<file path="config.mk">
export PLATFORM = sky130hd
export DESIGN_NAME = category_event_prescaler
export DESIGN_NICKNAME = d
export VERILOG_FILES = /design/src/rtl/cep_pkg.sv /design/src/rtl/category_event_prescaler.sv /design/src/rtl/cep_front.sv /design/src/rtl/cep_queue.sv /design/src/rtl/cep_back.sv
export SDC_FILE = /design/constraint.sdc
export NUM_CORES = 2
export LEC_CHECK = 0
export BUFFER_PORTS_ARGS = -buffer_cell sky130_fd_sc_hd__buf_2
export CAP_MARGIN = 30
export CORE_ASPECT_RATIO = 0.5
export CORE_MARGIN = 1.5
export CORE_UTILIZATION = 40
export DETAILED_ROUTE_END_ITERATION = 12
export GPL_TIMING_DRIVEN = 1
export PLACE_DENSITY = 0.53
export SLEW_MARGIN = 20
export SYNTH_ARGS = -nofsm -noshare
export SYNTH_HDL_FRONTEND = slang
export SYNTH_SLANG_ARGS = --single-unit
</file>
<file path="constraint.sdc">
create_clock -name clock -period 17.14 [get_ports clock]
set_input_delay 1.714 -clock clock [delete_from_list [all_inputs] [get_ports clock]]
set_output_delay 1.714 -clock clock [all_outputs]
set_load 0.01 [all_outputs]
</file>
<file path="src/rtl/cep_pkg.sv">
// Shared types and constants of the category event prescaler.
`default_nettype none

package cep_pkg;

   localparam int PATTERN_WIDTH   = 16;
   localparam int FACTOR_WIDTH    = 24;
   localparam int SLOT_IDX_WIDTH  = 3;
   localparam int CSR_INDEX_WIDTH = 8;
   localparam int CSR_DATA_WIDTH  = 57;
   localparam int QUEUE_DEPTH     = 2;

   // One category slot, packed exactly as the configuration word.
   typedef struct packed {
      logic                     valid;
      logic [PATTERN_WIDTH-1:0] id;
      logic [PATTERN_WIDTH-1:0] mask;
      logic [FACTOR_WIDTH-1:0]  factor;
   } slot_type;

   // A classified event on its way from the front to the back.
   typedef struct packed {
      logic                      matched;
      logic [SLOT_IDX_WIDTH-1:0] slot;
      logic [PATTERN_WIDTH-1:0]  pattern;
      logic [FACTOR_WIDTH-1:0]   factor;
   } entry_type;

endpackage

`default_nettype wire

</file>
<file path="src/rtl/category_event_prescaler.sv">
// Top level of the category event prescaler.
// Usage: each beat on the req_ channel carries one event's condition bits.
// The front end matches them against the configured category slots and
// picks the matching valid slot with the smallest identifier (lowest index
// on a tie). The back end bumps that slot's saturating counter and keeps the
// event when the count reaches the slot's prescale factor, clearing the count.
// Every event yields exactly one beat on the rsp_ channel, in order.
// Path: an accepted req_ beat is written into the queue; the back end moves it
// from the queue head into the result register, which drives rsp_. Throughput:
// one event per cycle while rsp_stall is low, set by the single counter
// read-modify-write per cycle in the back end. When the receiver raises
// rsp_stall, the result register holds its beat, the two-entry queue fills,
// and req_stall rises once the queue is full. The csr_ channel is always
// ready; a write to an index at or beyond the number of categories is dropped.
// Slots must be written by the user only while idle; the block does not check.
// Reset clears all slots (no category valid), all counters and the queue.
`default_nettype none

module category_event_prescaler #(
   parameter int NUM_CONDITIONS = 16,
   parameter int NUM_CATEGORIES = 8,
   parameter int COUNT_WIDTH    = 24
) (
   input  wire logic                                  clock,
   input  wire logic                                  reset,
   input  wire logic                                  req_valid,
   output logic                                       req_stall,
   input  wire logic [cep_pkg::PATTERN_WIDTH-1:0]     req_condition_bits,
   output logic                                       rsp_valid,
   input  wire logic                                  rsp_stall,
   output logic                                       rsp_kept,
   output logic                                       rsp_matched,
   output logic [cep_pkg::SLOT_IDX_WIDTH-1:0]         rsp_winning_slot,
   output logic [cep_pkg::PATTERN_WIDTH-1:0]          rsp_event_pattern,
   input  wire logic                                  csr_valid,
   output logic                                       csr_ready,
   input  wire logic [cep_pkg::CSR_INDEX_WIDTH-1:0]   csr_index,
   input  wire logic [cep_pkg::CSR_DATA_WIDTH-1:0]    csr_data
);
   import cep_pkg::*;

   slot_type  slot_ff [NUM_CATEGORIES];
   slot_type  slot_in [NUM_CATEGORIES];

   logic      push;
   entry_type push_entry;
   logic      pop;
   logic      head_valid;
   entry_type head_entry;
   logic      queue_full;

   // Configuration is always accepted; the data word maps directly onto
   // the slot layout.
   assign csr_ready = 1'b1;

   always_comb begin
      for (int i = 0; i < NUM_CATEGORIES; i++) begin
         slot_in[i] = slot_ff[i];
         if (csr_valid && csr_ready && (csr_index == CSR_INDEX_WIDTH'(i))) begin
            slot_in[i] = slot_type'(csr_data);
         end
      end
   end

   always_ff @(posedge clock) begin
      if (reset) begin
         for (int i = 0; i < NUM_CATEGORIES; i++) begin
            slot_ff[i] <= '0;
         end
      end else begin
         for (int i = 0; i < NUM_CATEGORIES; i++) begin
            slot_ff[i] <= slot_in[i];
         end
      end
   end

   // The front end classifies each event as it is accepted.
   cep_front #(
      .NUM_CONDITIONS (NUM_CONDITIONS),
      .NUM_CATEGORIES (NUM_CATEGORIES)
   ) u_front (
      .req_valid          (req_valid),
      .req_stall          (req_stall),
      .req_condition_bits (req_condition_bits),
      .slots              (slot_ff),
      .queue_full         (queue_full),
      .push               (push),
      .push_entry         (push_entry)
   );

   // The queue decouples the front end from stalls at the output.
   cep_queue u_queue (
      .clock      (clock),
      .reset      (reset),
      .push       (push),
      .push_entry (push_entry),
      .pop        (pop),
      .head_valid (head_valid),
      .head_entry (head_entry),
      .full       (queue_full)
   );

   // The back end owns the counters and the output register.
   cep_back #(
      .NUM_CATEGORIES (NUM_CATEGORIES),
      .COUNT_WIDTH    (COUNT_WIDTH)
   ) u_back (
      .clock             (clock),
      .reset             (reset),
      .head_valid        (head_valid),
      .head_entry        (head_entry),
      .pop               (pop),
      .rsp_valid         (rsp_valid),
      .rsp_stall         (rsp_stall),
      .rsp_kept          (rsp_kept),
      .rsp_matched       (rsp_matched),
      .rsp_winning_slot  (rsp_winning_slot),
      .rsp_event_pattern (rsp_event_pattern)
   );

`ifndef NO_ASSERTIONS
   // An unmatched event can never be kept and always reports slot zero.
   a_unmatched_result: assert property (@(posedge clock) disable iff (reset)
      (rsp_valid && !rsp_matched) |-> (!rsp_kept && (rsp_winning_slot == '0)))
      else $error("unmatched result is kept or names a slot");

   // A matched result always names a slot that takes part in matching. The
   // compare is one bit wider so that a full table of categories still fits.
   a_slot_in_range: assert property (@(posedge clock) disable iff (reset)
      (rsp_valid && rsp_matched) |->
         ({1'b0, rsp_winning_slot} < (SLOT_IDX_WIDTH + 1)'(NUM_CATEGORIES)))
      else $error("winning slot beyond the category count");
`endif

endmodule

`default_nettype wire

</file>
<file path="src/rtl/cep_front.sv">
// Front end: accepts events and finds the winning category slot.
`default_nettype none

module cep_front #(
   parameter int NUM_CONDITIONS = 16,
   parameter int NUM_CATEGORIES = 8
) (
   input  wire logic                                req_valid,
   output logic                                     req_stall,
   input  wire logic [cep_pkg::PATTERN_WIDTH-1:0]   req_condition_bits,
   input  wire cep_pkg::slot_type                   slots [NUM_CATEGORIES],
   input  wire logic                                queue_full,
   output logic                                     push,
   output cep_pkg::entry_type                       push_entry
);
   import cep_pkg::*;

   localparam logic [PATTERN_WIDTH-1:0] COND_MASK =
      PATTERN_WIDTH'((17'(1) << NUM_CONDITIONS) - 17'(1));

   logic [PATTERN_WIDTH-1:0]  pattern;
   logic                      found;
   logic [PATTERN_WIDTH-1:0]  best_id;
   logic [SLOT_IDX_WIDTH-1:0] best;
   logic [FACTOR_WIDTH-1:0]   best_factor;

   assign pattern = req_condition_bits & COND_MASK;

   // Walk the slots in index order; a strict compare keeps the lowest
   // index when several matching slots share the smallest identifier.
   always_comb begin
      found       = 1'b0;
      best_id     = '0;
      best        = '0;
      best_factor = '0;
      for (int i = 0; i < NUM_CATEGORIES; i++) begin
         if (slots[i].valid && ((pattern & slots[i].mask) == slots[i].id)) begin
            if (!found || (slots[i].id < best_id)) begin
               found       = 1'b1;
               best_id     = slots[i].id;
               best        = SLOT_IDX_WIDTH'(i);
               best_factor = slots[i].factor;
            end
         end
      end
   end

   assign req_stall          = queue_full;
   assign push               = req_valid && !queue_full;
   assign push_entry.matched = found;
   assign push_entry.slot    = best;
   assign push_entry.pattern = pattern;
   assign push_entry.factor  = best_factor;

endmodule

`default_nettype wire

</file>
<file path="src/rtl/cep_queue.sv">
// Short queue of classified events between the front and the back.
`default_nettype none

module cep_queue (
   input  wire logic               clock,
   input  wire logic               reset,
   input  wire logic               push,
   input  wire cep_pkg::entry_type push_entry,
   input  wire logic               pop,
   output logic                    head_valid,
   output cep_pkg::entry_type      head_entry,
   output logic                    full
);
   import cep_pkg::*;

   localparam int PTR_W = (QUEUE_DEPTH > 1) ? $clog2(QUEUE_DEPTH) : 1;
   localparam int CNT_W = $clog2(QUEUE_DEPTH + 1);

   entry_type        store_ff [QUEUE_DEPTH];
   logic [PTR_W-1:0] wr_ptr_ff, wr_ptr_in;
   logic [PTR_W-1:0] rd_ptr_ff, rd_ptr_in;
   logic [CNT_W-1:0] count_ff,  count_in;

   assign head_valid = (count_ff != '0);
   assign head_entry = store_ff[rd_ptr_ff];
   assign full       = (count_ff == CNT_W'(QUEUE_DEPTH));

   always_comb begin
      wr_ptr_in = wr_ptr_ff;
      rd_ptr_in = rd_ptr_ff;
      count_in  = count_ff;
      if (push) begin
         wr_ptr_in = (wr_ptr_ff == PTR_W'(QUEUE_DEPTH - 1)) ? '0 : wr_ptr_ff + PTR_W'(1);
      end
      if (pop) begin
         rd_ptr_in = (rd_ptr_ff == PTR_W'(QUEUE_DEPTH - 1)) ? '0 : rd_ptr_ff + PTR_W'(1);
      end
      if (push && !pop) begin
         count_in = count_ff + CNT_W'(1);
      end else if (pop && !push) begin
         count_in = count_ff - CNT_W'(1);
      end
   end

   always_ff @(posedge clock) begin
      if (reset) begin
         wr_ptr_ff <= '0;
         rd_ptr_ff <= '0;
         count_ff  <= '0;
      end else begin
         wr_ptr_ff <= wr_ptr_in;
         rd_ptr_ff <= rd_ptr_in;
         count_ff  <= count_in;
      end
   end

   always_ff @(posedge clock) begin
      if (push) begin
         store_ff[wr_ptr_ff] <= push_entry;
      end
   end

`ifndef NO_ASSERTIONS
   a_no_overflow: assert property (@(posedge clock) disable iff (reset)
      full |-> !push)
      else $error("queue written while full");

   a_no_underflow: assert property (@(posedge clock) disable iff (reset)
      pop |-> head_valid)
      else $error("queue read while empty");
`endif

endmodule

`default_nettype wire

</file>
<file path="src/rtl/cep_back.sv">
// Back end: updates the winning slot's counter and holds the result beat.
`default_nettype none

module cep_back #(
   parameter int NUM_CATEGORIES = 8,
   parameter int COUNT_WIDTH    = 24
) (
   input  wire logic                                 clock,
   input  wire logic                                 reset,
   input  wire logic                                 head_valid,
   input  wire cep_pkg::entry_type                   head_entry,
   output logic                                      pop,
   output logic                                      rsp_valid,
   input  wire logic                                 rsp_stall,
   output logic                                      rsp_kept,
   output logic                                      rsp_matched,
   output logic [cep_pkg::SLOT_IDX_WIDTH-1:0]        rsp_winning_slot,
   output logic [cep_pkg::PATTERN_WIDTH-1:0]         rsp_event_pattern
);
   import cep_pkg::*;

   localparam logic [COUNT_WIDTH-1:0] COUNT_MAX = '1;

   logic [COUNT_WIDTH-1:0] counter_ff [NUM_CATEGORIES];
   logic [COUNT_WIDTH-1:0] counter_in [NUM_CATEGORIES];

   logic                      rsp_valid_ff,   rsp_valid_in;
   logic                      rsp_kept_ff,    rsp_kept_in;
   logic                      rsp_matched_ff, rsp_matched_in;
   logic [SLOT_IDX_WIDTH-1:0] rsp_slot_ff,    rsp_slot_in;
   logic [PATTERN_WIDTH-1:0]  rsp_pattern_ff, rsp_pattern_in;

   logic                   advance;
   logic [COUNT_WIDTH-1:0] cur_count;
   logic [COUNT_WIDTH-1:0] inc_count;
   logic                   keep;

   assign advance = !rsp_valid_ff || !rsp_stall;
   assign pop     = head_valid && advance;

   // One-hot select of the winning slot's counter.
   always_comb begin
      cur_count = '0;
      for (int i = 0; i < NUM_CATEGORIES; i++) begin
         if (head_entry.slot == SLOT_IDX_WIDTH'(i)) begin
            cur_count = counter_ff[i];
         end
      end
   end

   assign inc_count = (cur_count == COUNT_MAX) ? cur_count : cur_count + COUNT_WIDTH'(1);
   assign keep      = head_entry.matched && (head_entry.factor != '0) &&
                      (FACTOR_WIDTH'(inc_count) >= head_entry.factor);

   always_comb begin
      for (int i = 0; i < NUM_CATEGORIES; i++) begin
         counter_in[i] = counter_ff[i];
         if (pop && head_entry.matched && (head_entry.slot == SLOT_IDX_WIDTH'(i))) begin
            counter_in[i] = keep ? '0 : inc_count;
         end
      end
   end

   always_comb begin
      rsp_valid_in   = rsp_valid_ff;
      rsp_kept_in    = rsp_kept_ff;
      rsp_matched_in = rsp_matched_ff;
      rsp_slot_in    = rsp_slot_ff;
      rsp_pattern_in = rsp_pattern_ff;
      if (advance) begin
         rsp_valid_in = head_valid;
      end
      if (pop) begin
         rsp_kept_in    = keep;
         rsp_matched_in = head_entry.matched;
         rsp_slot_in    = head_entry.matched ? head_entry.slot : '0;
         rsp_pattern_in = head_entry.pattern;
      end
   end

   always_ff @(posedge clock) begin
      if (reset) begin
         rsp_valid_ff <= 1'b0;
         for (int i = 0; i < NUM_CATEGORIES; i++) begin
            counter_ff[i] <= '0;
         end
      end else begin
         rsp_valid_ff <= rsp_valid_in;
         for (int i = 0; i < NUM_CATEGORIES; i++) begin
            counter_ff[i] <= counter_in[i];
         end
      end
   end

   always_ff @(posedge clock) begin
      rsp_kept_ff    <= rsp_kept_in;
      rsp_matched_ff <= rsp_matched_in;
      rsp_slot_ff    <= rsp_slot_in;
      rsp_pattern_ff <= rsp_pattern_in;
   end

   assign rsp_valid         = rsp_valid_ff;
   assign rsp_kept          = rsp_kept_ff;
   assign rsp_matched       = rsp_matched_ff;
   assign rsp_winning_slot  = rsp_slot_ff;
   assign rsp_event_pattern = rsp_pattern_ff;

endmodule

`default_nettype wire
</file>
==> results by group <==
Status
  • Status: finished clean

Place
  • DP HPWL: 86900 um
  • Port Buffer Count: 108
  • RD Place Congestion: 0.943
  • Setup WS pre-CTS: -440 ps

Flow run
  • Max Cap Viol: 0

Hold path
  • Hold EP: u_back.counter_ff[0][72]
  • Worst Min Path Start: u_back.counter_ff[0][72]
  • Hold Crit Depth: 2
  • Worst hold path type: register to register

Clock network
  • Clock Latency Late Sink: 670 ps
  • CTS tree: built
  • Hold_buf cts: 0
  • CTS Sinks: roughly 760
  • Clock H-tree levels: 3
  • CTS Buffer Depth: 3
  • Worst-path clk slew: 60 ps
  • Num CTS Buffers: 74
  • Root Buffer: clkbuf_16

Synthesis
  • Flop and latch count out of synthesis: 763
  • Top FF cell, synth: dfxtp_1
  • Post-synth cell types: 81
  • Async SR Flop Fraction: 0
  • Post-synthesis instance total: 4467
  • Post-synthesis cell area: between 30000 and 40000 um2
  • Post-synth EDFFs: 109
  • Syn_nets: 4684
  • Sequential cell area fraction in the yosys report: 0.446
  • Synthesized area per cell: just over 8 um2
  • Yosys warnings: 0

Worst setup path
  • Data arrival, critical path: roughly 17000 ps
  • Crit-path max FO: 23
  • Critical Path RT: 17550 ps
  • Crit end category: register
  • WP buf/inv: 12
  • CP delay by family, top: compound AO/OA/AOI/OAI gates
  • Crit-path max cell delay: 470 ps
  • Worst-case reg-to-reg path depth: 76
  • R2r startpoint: slot_ff[446]
  • Reg2Reg Setup Slack: 1650 ps
  • Kind of critical path: primary input to register
  • Critical Path Source Type: primary input
  • Reg-to-Reg End: u_queue.store_ff[0][4]
  • CP max-delay cell: or4_1

Power and ir drop
  • Total power: 0.00432 W
  • Max VDD drop: 0.0780 mV
  • Power Density: 105 nW/um2
  • LEAKAGE: 15.0 nW

Floorplanning
  • Total core area: approximately 91000 um2
  • Site Rows: a little under 80
  • Die Y: between 200 and 250 um
  • Die Width: ~430 um
  • Die area: 93600 um2
  • I/O pin count: 110
  • Initial Util: 0.404

Routing
  • Final wirelength: 135000 um
  • Vias per cell: 5.70
  • Remaining DRCs: 0
  • Antenna-violating nets left: 0
  • DR vias: 32500
  • Initial DRC Count: 3276
  • Routed length per instance: 23.7 um
  • DR pass1 iterations: 5

STA
  • Count of final setup violators: 0
  • Clk_skew: 19.8 ps
  • Hold Slack: between 400 and 500 ps
  • Slew headroom: 0.310
  • Final Hold Fails: 0
  • Final worst path period need: 16100 ps
  • Period utilization: 0.939
  • Pins Over Slew Limit: 0
  • TNS Setup: 0 ps
  • Final WS setup: 1040 ps
  • Slew @ Worst Pin: slightly above 1000 ps
  • Fmax: 0.0621 GHz

GRT
  • Largest net degree at the start of global routing: 199
  • Initial antenna violation count: 7
  • GRT Util Overall: 0.281
  • Number of global-route vias before repair: around 30000
  • First-pass GRT wire length: just under 200000 um
  • Grt ovf: 0

Cells and area
  • Final nets: between 4000 and 5000
  • Area growth from synthesis to layout: 12.0%
  • Share of cells above drive strength 1: 0.105
  • Final core occ: 0.452
## worst register-to-register path, delay by kind of cell, from the launching register on
family          cells  cell delay, ps
compound gates     39            6810
mux                 1             320
flops               1             500
fa+ha+maj           7            2060
buf+inv            11            1940
simple gates       18            3640
## metal layers
metal	GRT usage	up-vias	wire [um]
met3	0.0369	213	8090
met5	0	-	0
li1	-	15300	-
met2	0.456	1088	61800
met4	0.0897	0	4050
met1	0.388	15800	61100
## worst max-delay path by stage
stage                                    endpoint  cells past startpoint                    from
after floorplan           u_queue.store_ff[0][19]                     79   req_condition_bits[4]
after global placement    u_queue.store_ff[1][19]                     71   req_condition_bits[7]
after detailed placement  u_queue.store_ff[1][10]                     72   req_condition_bits[7]
after CTS                 u_queue.store_ff[0][19]                     73   req_condition_bits[7]
after global routing      u_queue.store_ff[0][19]                     85  req_condition_bits[14]
final                      u_queue.store_ff[0][4]                     77  req_condition_bits[14]
## synthesized netlist by cell type (7+ instances only)
| cell | instances | area share |
|---|---|---|
| edfxtp_1 | 109 | 0.089 |
| o22ai_1 | 36 | 0.0061 |
| nor2_1 | 123 | 0.013 |
| nand2b_1 | 10 | 0.0017 |
| nand2_1 | 1313 | 0.13 |
| a21oi_1 | 629 | 0.086 |
| xor2_1 | 74 | 0.018 |
| o221ai_1 | 24 | 0.0057 |
| mux4_2 | 15 | 0.0092 |
| and3b_1 | 11 | 0.0026 |
| a221o_1 | 10 | 0.0027 |
| nor4_1 | 22 | 0.0038 |
| mux2i_1 | 83 | 0.023 |
| buf_1 | 21 | 0.0021 |
| nor3_1 | 28 | 0.0038 |
| dfxtp_1 | 654 | 0.36 |
| buf_4 | 65 | 0.013 |
| a211oi_1 | 29 | 0.0059 |
| buf_6 | 8 | 0.0025 |
| xnor2_1 | 37 | 0.0088 |
| inv_1 | 81 | 0.0083 |
| ha_1 | 131 | 0.045 |
| or3_1 | 8 | 0.0014 |
| a22o_1 | 81 | 0.019 |
| o21a_1 | 8 | 0.0016 |
| o31ai_1 | 24 | 0.0049 |
| nand4_1 | 41 | 0.0070 |
| a21boi_0 | 25 | 0.0051 |
| o211ai_1 | 18 | 0.0037 |
| buf_2 | 30 | 0.0041 |
| a21o_1 | 68 | 0.014 |
| o311ai_0 | 7 | 0.0017 |
| o21ai_0 | 209 | 0.029 |
| clkbuf_1 | 225 | 0.023 |
| a31oi_1 | 8 | 0.0014 |
| nand3_1 | 43 | 0.0059 |
| mux2_2 | 21 | 0.0064 |
| and3_1 | 33 | 0.0056 |
## registers in the layout, indices dropped and copies added, names as in the netlist, named ones only
name / cells
u_queue.wr_ptr_ff: 1
slot_ff: 456
u_queue.count_ff: 2
u_back.rsp_winning_slot: 3
u_back.rsp_valid: 1
u_back.rsp_matched: 1
u_queue.rd_ptr_ff: 1
u_back.rsp_event_pattern: 16
u_back.rsp_kept: 1
u_queue.store_ff: 88
u_back.counter_ff: 192
## timing repair
item | CTS | global route
buffers inserted | 0 | 9
endpoints found under the setup margin | 0 | 54
gates resized for setup | 0 | 30
## final cells by class
cell class                      instances  area, um2
Antenna cell                            1       2.50
Clock buffer                          108       2160
Clock inverter                         28        268
Fill cell                            8940      49700
Inverter                               81        304
Multi-Input combinational cell       3272      18700
Sequential cell                       763      16400
Tap cell                             1200       1500
Timing Repair Buffer                  247       1770
## power breakdown
part	internal (W)	switching [W]	total, W	leakage [nW]
combinational	0.000201	0.000495	0.000695	7.47
sequential	0.00190	0.0000276	0.00193	6.31
clock	0.000942	0.000753	0.00170	1.18
## logic make-up (layout without fill, tap and decap cells)
family / count (synthesis) / after routing / synth area share
XOR/XNOR: 117 / 117 / 0.0292
multiplexers: 120 / 120 / 0.0387
flip-flops: 763 / 763 / 0.446
AND/OR/NAND/NOR: 1682 / 1682 / 0.190
buffers and inverters: 433 / 464 / 0.0537
adder cells (fa/ha/maj): 131 / 131 / 0.0447
other: 1 / 2 / 0.000102
AO/OA/AOI/OAI: 1220 / 1221 / 0.198
## cells in the final DEF, fill, tap and decap left out, drive strengths merged, types with 9 or more instances in the layout
| cell | instances |
|---|---|
| o22ai | 37 |
| clkinv | 15 |
| o311ai | 9 |
| xor2 | 74 |
| nor4 | 23 |
| buf | 246 |
| o221ai | 24 |
| nand2 | 1315 |
| o21ai | 211 |
| a21o | 68 |
| mux4 | 15 |
| a211oi | 29 |
| ha | 131 |
| inv | 84 |
| nand4 | 41 |
| a221o | 10 |
| edfxtp | 109 |
| a21boi | 27 |
| dfxtp | 654 |
| a21oi | 629 |
| o211ai | 18 |
| mux2 | 21 |
| nor3 | 31 |
| xnor2 | 43 |
| and3b | 11 |
| nand2b | 10 |
| clkbuf | 109 |
| nand3 | 43 |
| and3 | 33 |
| nor2 | 125 |
| a22o | 81 |
| o31ai | 24 |
| mux2i | 84 |
## per-stage QoR
stage / instance area [um2] / instances
after CTS: 40800 / 5686
after global routing: 41100 / 5699
final: 41100 / 5700
after detailed placement: 38400 / 5550
after floorplan: 36700 / 4467
after global placement: 38200 / 5543
Note: power is estimated with default switching activity, not from simulation.
